$ cat src/hw/rtl/gyro_bias_calibrate_integrate_macros.svh
// Assertion macros for the gyro bias/integrate block
`ifndef GYRO_BIAS_CALIBRATE_INTEGRATE_MACROS_SVH
`define GYRO_BIAS_CALIBRATE_INTEGRATE_MACROS_SVH
`ifndef SYNTHESIS
`define GBI_ASSERT(label, clk, rst_n, prop, msg) \
  label: assert property (@(posedge clk) disable iff (!rst_n) prop) else $error(msg);
`define GBI_ASSERT_NEVER(label, clk, rst_n, cond, msg) \
  label: assert property (@(posedge clk) disable iff (!rst_n) !(cond)) else $error(msg);
`else
`define GBI_ASSERT(label, clk, rst_n, prop, msg)
`define GBI_ASSERT_NEVER(label, clk, rst_n, cond, msg)
`endif
`endif

$ cat src/hw/rtl/gbi_pkg.sv
`default_nettype none
package gbi_pkg;
  localparam int AXES_DEF = 3;
  localparam int TW = 40;
  localparam logic [31:0] CALIB_RST = 32'd5000000;
  localparam logic [23:0] MAXGAP_RST = 24'd500000;
  localparam logic [12:0] MIN_REPORT = 13'd18;

  typedef enum logic [2:0] {
    ST_SHORT = 3'd0, ST_CALIB = 3'd1, ST_LATCH = 3'd2, ST_GAP = 3'd3, ST_INTEG = 3'd4
  } status_t;

  typedef enum logic [2:0] {
    S_IDLE, S_EVAL, S_DIV, S_MUL, S_ACC, S_OUT
  } fsm_t;

  typedef enum logic [0:0] {
    CFG_CALIB = 1'b0, CFG_MAXGAP = 1'b1
  } cfg_idx_t;

  typedef struct packed {
    logic    load;
    logic    take_status;
    logic    calib_step;
    logic    div_start;
    logic    latch_bias;
    logic    mul_step;
    logic    acc_step;
    logic    integ_done;
    logic    set_time;
  } cmd_t;

  typedef struct packed {
    status_t cls;
    logic    div_busy;
    logic    last_axis;
  } sts_t;
endpackage
`default_nettype wire

$ cat src/hw/rtl/gbi_ctrl.sv
`default_nettype none
`include "gyro_bias_calibrate_integrate_macros.svh"
module gbi_ctrl import gbi_pkg::*; (
  input  wire logic clk,
  input  wire logic rst_n,
  input  wire logic in_valid,
  output logic      in_ready,
  output logic      out_valid,
  input  wire logic out_ready,
  input  sts_t      sts,
  output cmd_t      cmd
);
  fsm_t st_r, st_nxt;
  logic div_go_r, div_go_nxt;

  always_ff @(posedge clk) begin
    if (!rst_n) begin
      st_r <= S_IDLE;
      div_go_r <= 1'b0;
    end else begin
      st_r <= st_nxt;
      div_go_r <= div_go_nxt;
    end
  end

  always_comb begin
    st_nxt = st_r;
    div_go_nxt = 1'b0;
    cmd = '0;
    in_ready = 1'b0;
    out_valid = 1'b0;
    case (st_r)
      S_IDLE: begin
        in_ready = 1'b1;
        if (in_valid) begin
          cmd.load = 1'b1;
          st_nxt = S_EVAL;
        end
      end
      S_EVAL: begin
        cmd.take_status = 1'b1;
        case (sts.cls)
          ST_SHORT: st_nxt = S_OUT;
          ST_CALIB: begin
            cmd.calib_step = 1'b1;
            cmd.set_time = 1'b1;
            st_nxt = S_OUT;
          end
          ST_LATCH: begin
            cmd.div_start = 1'b1;
            div_go_nxt = 1'b1;
            st_nxt = S_DIV;
          end
          ST_GAP: begin
            cmd.set_time = 1'b1;
            st_nxt = S_OUT;
          end
          default: begin
            cmd.set_time = 1'b1;
            st_nxt = S_MUL;
          end
        endcase
      end
      S_DIV: begin
        if (!div_go_r && !sts.div_busy) begin
          cmd.latch_bias = 1'b1;
          if (sts.last_axis) begin
            cmd.set_time = 1'b1;
            st_nxt = S_OUT;
          end else begin
            cmd.div_start = 1'b1;
            div_go_nxt = 1'b1;
          end
        end
      end
      S_MUL: begin
        cmd.mul_step = 1'b1;
        st_nxt = S_ACC;
      end
      S_ACC: begin
        cmd.acc_step = 1'b1;
        if (sts.last_axis) begin
          cmd.integ_done = 1'b1;
          st_nxt = S_OUT;
        end else begin
          st_nxt = S_MUL;
        end
      end
      S_OUT: begin
        out_valid = 1'b1;
        if (out_ready) st_nxt = S_IDLE;
      end
      default: st_nxt = S_IDLE;
    endcase
  end

  `GBI_ASSERT(a_out_hold, clk, rst_n, (out_valid && !out_ready |=> out_valid),
              "result dropped")
  `GBI_ASSERT_NEVER(a_excl, clk, rst_n, (in_ready && out_valid), "ready while result pending")
  `GBI_ASSERT(a_load_eval, clk, rst_n, (cmd.load |=> st_r == S_EVAL), "load not evaluated")
endmodule
`default_nettype wire

$ cat config.mk
export PLATFORM = sky130hd
export DESIGN_NAME = gbi_ctrl
export DESIGN_NICKNAME = d
export VERILOG_FILES = /design/src/hw/rtl/gbi_pkg.sv /design/src/hw/rtl/gbi_ctrl.sv
export VERILOG_INCLUDE_DIRS = /design/src /design/src/hw/rtl
export SDC_FILE = /design/constraint.sdc
export NUM_CORES = 1
export LEC_CHECK = 0
export ABC_CLOCK_PERIOD_IN_PS = 1800
export BUFFER_PORTS_ARGS = -buffer_cell sky130_fd_sc_hd__buf_2
export CAP_MARGIN = 20
export CORE_AREA = 2 2 39 41
export DETAILED_ROUTE_END_ITERATION = 8
export DIE_AREA = 0 0 41 43
export HOLD_SLACK_MARGIN = 0.12
export PLACE_DENSITY = 0.6
export SLEW_MARGIN = 20
export SYNTH_ARGS = -nofsm -noshare
export SYNTH_HDL_FRONTEND = slang
export SYNTH_SLANG_ARGS = --single-unit
$ cat constraint.sdc
create_clock -name clk -period 1.8 [get_ports clk]
set_input_delay 0.54 -clock clk [delete_from_list [all_inputs] [get_ports clk]]
set_output_delay 0.54 -clock clk [all_outputs]
set_load 0.02 [all_outputs]
### Word level (Yosys, flattened, before mapping)

Index checks and enable logic that the tools add are counted.

* equality and inequality tests: 12
* muxes and demuxes: 26
* reduce and logical (&&, ||, !) cells: 8

Operators with widths (number)
* 3-bit case mux with 6 select lines: 1
* 3-bit two-way mux: 5
* 1-bit two-way mux: 13
* 3-bit by 2-bit == test with 1-bit output, second input constant: 4
* 2-bit inequality test, second input constant: 4
* 3-bit by 1-bit == test with 1-bit output, second input constant: 2
* 3-bit == test, second input constant: 2
* 3-bit zero test: 2
* 2-bit two-way mux: 3
* 1-bit case mux with 2 select lines: 3
* 3-bit case mux with 2 select lines: 1
* 4-bit AND reduction: 1
* 3-bit OR reduction: 1
* 1-bit zero test: 2
* 2-bit OR reduction: 1
* 1-bit logical AND: 1

* flip-flop bits (word level): 4
* input port bits: 9

### Longest topological paths before layout

* depth after elaboration: 4
* depth in mapped cells: 5

### Worst setup path after synthesis

No wires, ideal clock.

* path type: input port to output port
* start point: input sts[4] (netlist bit)
* end point: output cmd[6] (netlist bit)
* arrival time: 1.584 ns
* data required time: 1.260 ns
* setup slack: -0.324 ns
* cell stages on the path: 2
* cell sequence: or4b_1 nor3b_1

RTL lines
* start, declared: RTL line gbi_ctrl.sv:10 `input sts_t sts,`
* end, declared: RTL line gbi_ctrl.sv:11 `output cmd_t cmd`

==> metrics.md <==
| Metric | Value |
|---|---|
| Status | `finished with violations` |
| Failing checks | `setup timing` |
| Initial core utilization | `28.12%` |
| Layout Nets | `86` |
| Place WS | `-0.2787 ns` |
| Synth warn | `0` |
| Later-pin clock latency in the skew report | `0.23 ns` |
| Final hold slack | `0.5809 ns` |
| Pleak | `0.3078 nW` |
| Starting DRT DRC Count | `11` |
| Clk sink count | `4` |
| Synth-to-Final Area Change | `57.88%` |
| Min-delay worst type | `in2reg` |
| Layout filler cell count | `149` |
| Min Tclk post-route | `2.000 ns` |
| Maximum buffer depth of the clock tree | `2` |
| CP required | `1.26 ns` |
| I/O Buffers | `19` |
| # DRC | `0` |
| Layout cells sized above 1 | `56.00%` |
| Netlist Area Pre-Place | `389.1 um^2` |
| Detail-routed via count per cell | `4.736` |
| Design Power | `569.9 uW` |
| Register area share after synthesis | `20.58%` |
| CTS tree | `done` |
| Worst slew pin tran | `0.3287 ns` |
| Net Count, Synth | `59` |
| Pwr/cell area | `927.6 nW/um^2` |
| Max VDD drop | `0.3944 mV` |
| F_max | `0.5001 GHz` |
| Synthesized flop and latch total | `4` |
| Final Worst Setup Slack | `-0.1998 ns` |
| Worst Setup End Kind | `output pin` |
| Boundary pin count | `20` |
| Core Footprint | `1384 um^2` |
| Period utilization | `111.1%` |
| Drt wl/cell | `10.70 um` |
| Antenna cells | `0` |
| Comb pwr share | `60.5%` |
| DP Wirelength | `733.9 um` |
| Routed Antenna Nets | `0` |
| Clock group share of total power | `18.8%` |
| Syn_area_per_cell | `7.782 um^2` |
| # Max-Cap Violations | `0` |
| Pint | `339.0 uW` |
| Die area | `1763 um^2` |
| Reg power frac | `20.7%` |
| Gate count after technology mapping | `50` |
| Final WL | `974 um` |
| Tot GR Track Use | `12.68%` |
| RSZ-0062 raised after global routing | `true` |
| Largest net degree at the start of global routing | `15` |
| TritonRoute pass-1 iters | `4` |
| Clock skew | `0.0008651 ns` |
| H-tree Lvls | `1` |
| Critical Path AT | `1.46 ns` |
| Clock slew at reported path FFs | `0.03 ns` |
| Switch share | `40.51%` |
| TritonCTS buffer count | `3` |
| Core Rows | `14` |
| Die height | `43 um` |
| Gpl congestion | `0.7873` |
| Final hold violations | `0` |
| Core Util, Final | `44.39%` |
| First-pass GRT wire length | `1538 um` |
| # hold bufs at CTS | `0` |
| Die Wd | `41 um` |
| Vias | `431` |
| Yosys cell types | `27` |
| Initial antenna violation count | `0` |
| Crit-path max FO | `2` |
| Switch Pwr | `230.9 uW` |
| Max-slew headroom | `77.79%` |
| GRT Residual Overflow | `0` |
| Worst setup SP type | `input port` |
| Classification of the worst setup path | `in2out` |
| Root Buffer | `clkbuf_4` |
| Max-slew violations | `0` |
| Number of global-route vias before repair | `379` |
| Final setup fails | `4` |
cells in the final DEF, fill, tap and decap left out, types with 2 or more instances in the layout:
master    count
and3b_2       2
o21ai_1       2
clkbuf_4      3
dfxtp_1       3
buf_2        14
inv_1         2
nand3b_1      2
buf_4         7
nor3b_4       2
nand2_1       3
o21ai_0       3
nor2_1        3
and2_1        3
buf_6         5
a21oi_1       5
final timing paths:
| kind | start | to | slack, ns | cells past startpoint |
|---|---|---|---|---|
| worst max register to register | st_r[2] | st_r[0] | 0.29 | 5 |
| worst min register to register | st_r[2] | st_r[2] | 0.71 | 3 |
| worst min-delay path | rst_n | st_r[0] | 0.58 | 2 |
| worst max-delay path | sts[4] | cmd[6] | -0.20 | 4 |
layer usage:
| metal | vias to the layer above | GRT usage, % | wire length, um |
|---|---|---|---|
| met5 | - | 0 | 0 |
| met4 | 0 | 8.000 | 0 |
| met3 | 0 | 1.571 | 52 |
| met2 | 12 | 19.69 | 507 |
| met1 | 192 | 15.53 | 414 |
| li1 | 227 | - | - |
cell type report:
class	instances	area, um^2	area share, %
multi-input combinational	40	304.0	49.49
clock buffer	3	22.52	3.666
sequential	4	81.33	13.24
timing repair buffer	26	178.9	29.12
tap	16	20.02	3.259
inverter	2	7.507	1.222
worst max-delay path: stages:
cell and delay [ns]:
buf_6 0.10, or4b_4 0.50, nor3b_4 0.19, buf_6 0.14
through the flow:
step	setup TNS, ns	cell area, um^2	cells
finish	-0.4742	614.3	91
global route	-0.7067	614.3	91
CTS	-0.4992	605.6	91
detailed placement	-0.2787	546.8	88
global placement	-0.2616	546.8	88
floorplan	-0.2388	411.6	50
registers in the layout, indices dropped and copies added, names as in the netlist:
register / flops
st_r: 3
div_go_r: 1
cells in the mapped netlist:
master / n / share of area [%]
o21a_1: 1 / 1.9
buf_6: 1 / 2.9
nor4bb_1: 1 / 2.6
dfxtp_1: 4 / 21
nor3_4: 1 / 4.2
and3b_2: 2 / 5.1
a32o_2: 1 / 2.9
nor2_1: 4 / 3.9
nor3b_2: 1 / 3.2
buf_4: 1 / 1.9
or3b_4: 1 / 2.9
nand3b_1: 2 / 3.9
o21ai_0: 3 / 3.9
o211a_1: 1 / 2.6
buf_2: 2 / 2.6
nand2_1: 4 / 3.9
o21ai_1: 2 / 2.6
or3b_2: 1 / 2.3
nor3_1: 1 / 1.3
a21oi_1: 5 / 6.4
and2b_1: 1 / 1.9
and3_1: 1 / 1.6
inv_1: 2 / 1.9
nor3b_1: 2 / 3.9
or4b_1: 1 / 2.6
and2_1: 3 / 4.8
a21boi_0: 1 / 1.9
power by group through the flow:
stage	Sequential, mW	Combinational, mW	Clock (mW)
2_1_floorplan	0.117	0.228	0
3_3_place_gp	0.118	0.309	0
3_5_place_dp	0.117	0.311	0
4_1_cts	0.116	0.332	0.115
5_1_grt	0.119	0.379	0.115
6_report	0.118	0.345	0.107
cells by family after synthesis:
kind of cell    count (synthesis)  share of synthesized area, %
compound gates                 14                         22.19
simple gates                   26                         47.91
buf+inv                         6                         9.326
flops                           4                         20.58
what timing repair did:
action                                  CTS  global route
endpoints found under the setup margin    4             6
gates resized for setup                  11             2
pin swaps                                 1             1
buffers inserted                          0             0
cloned                                    0             0
Note: power is estimated with default switching activity, not from simulation.
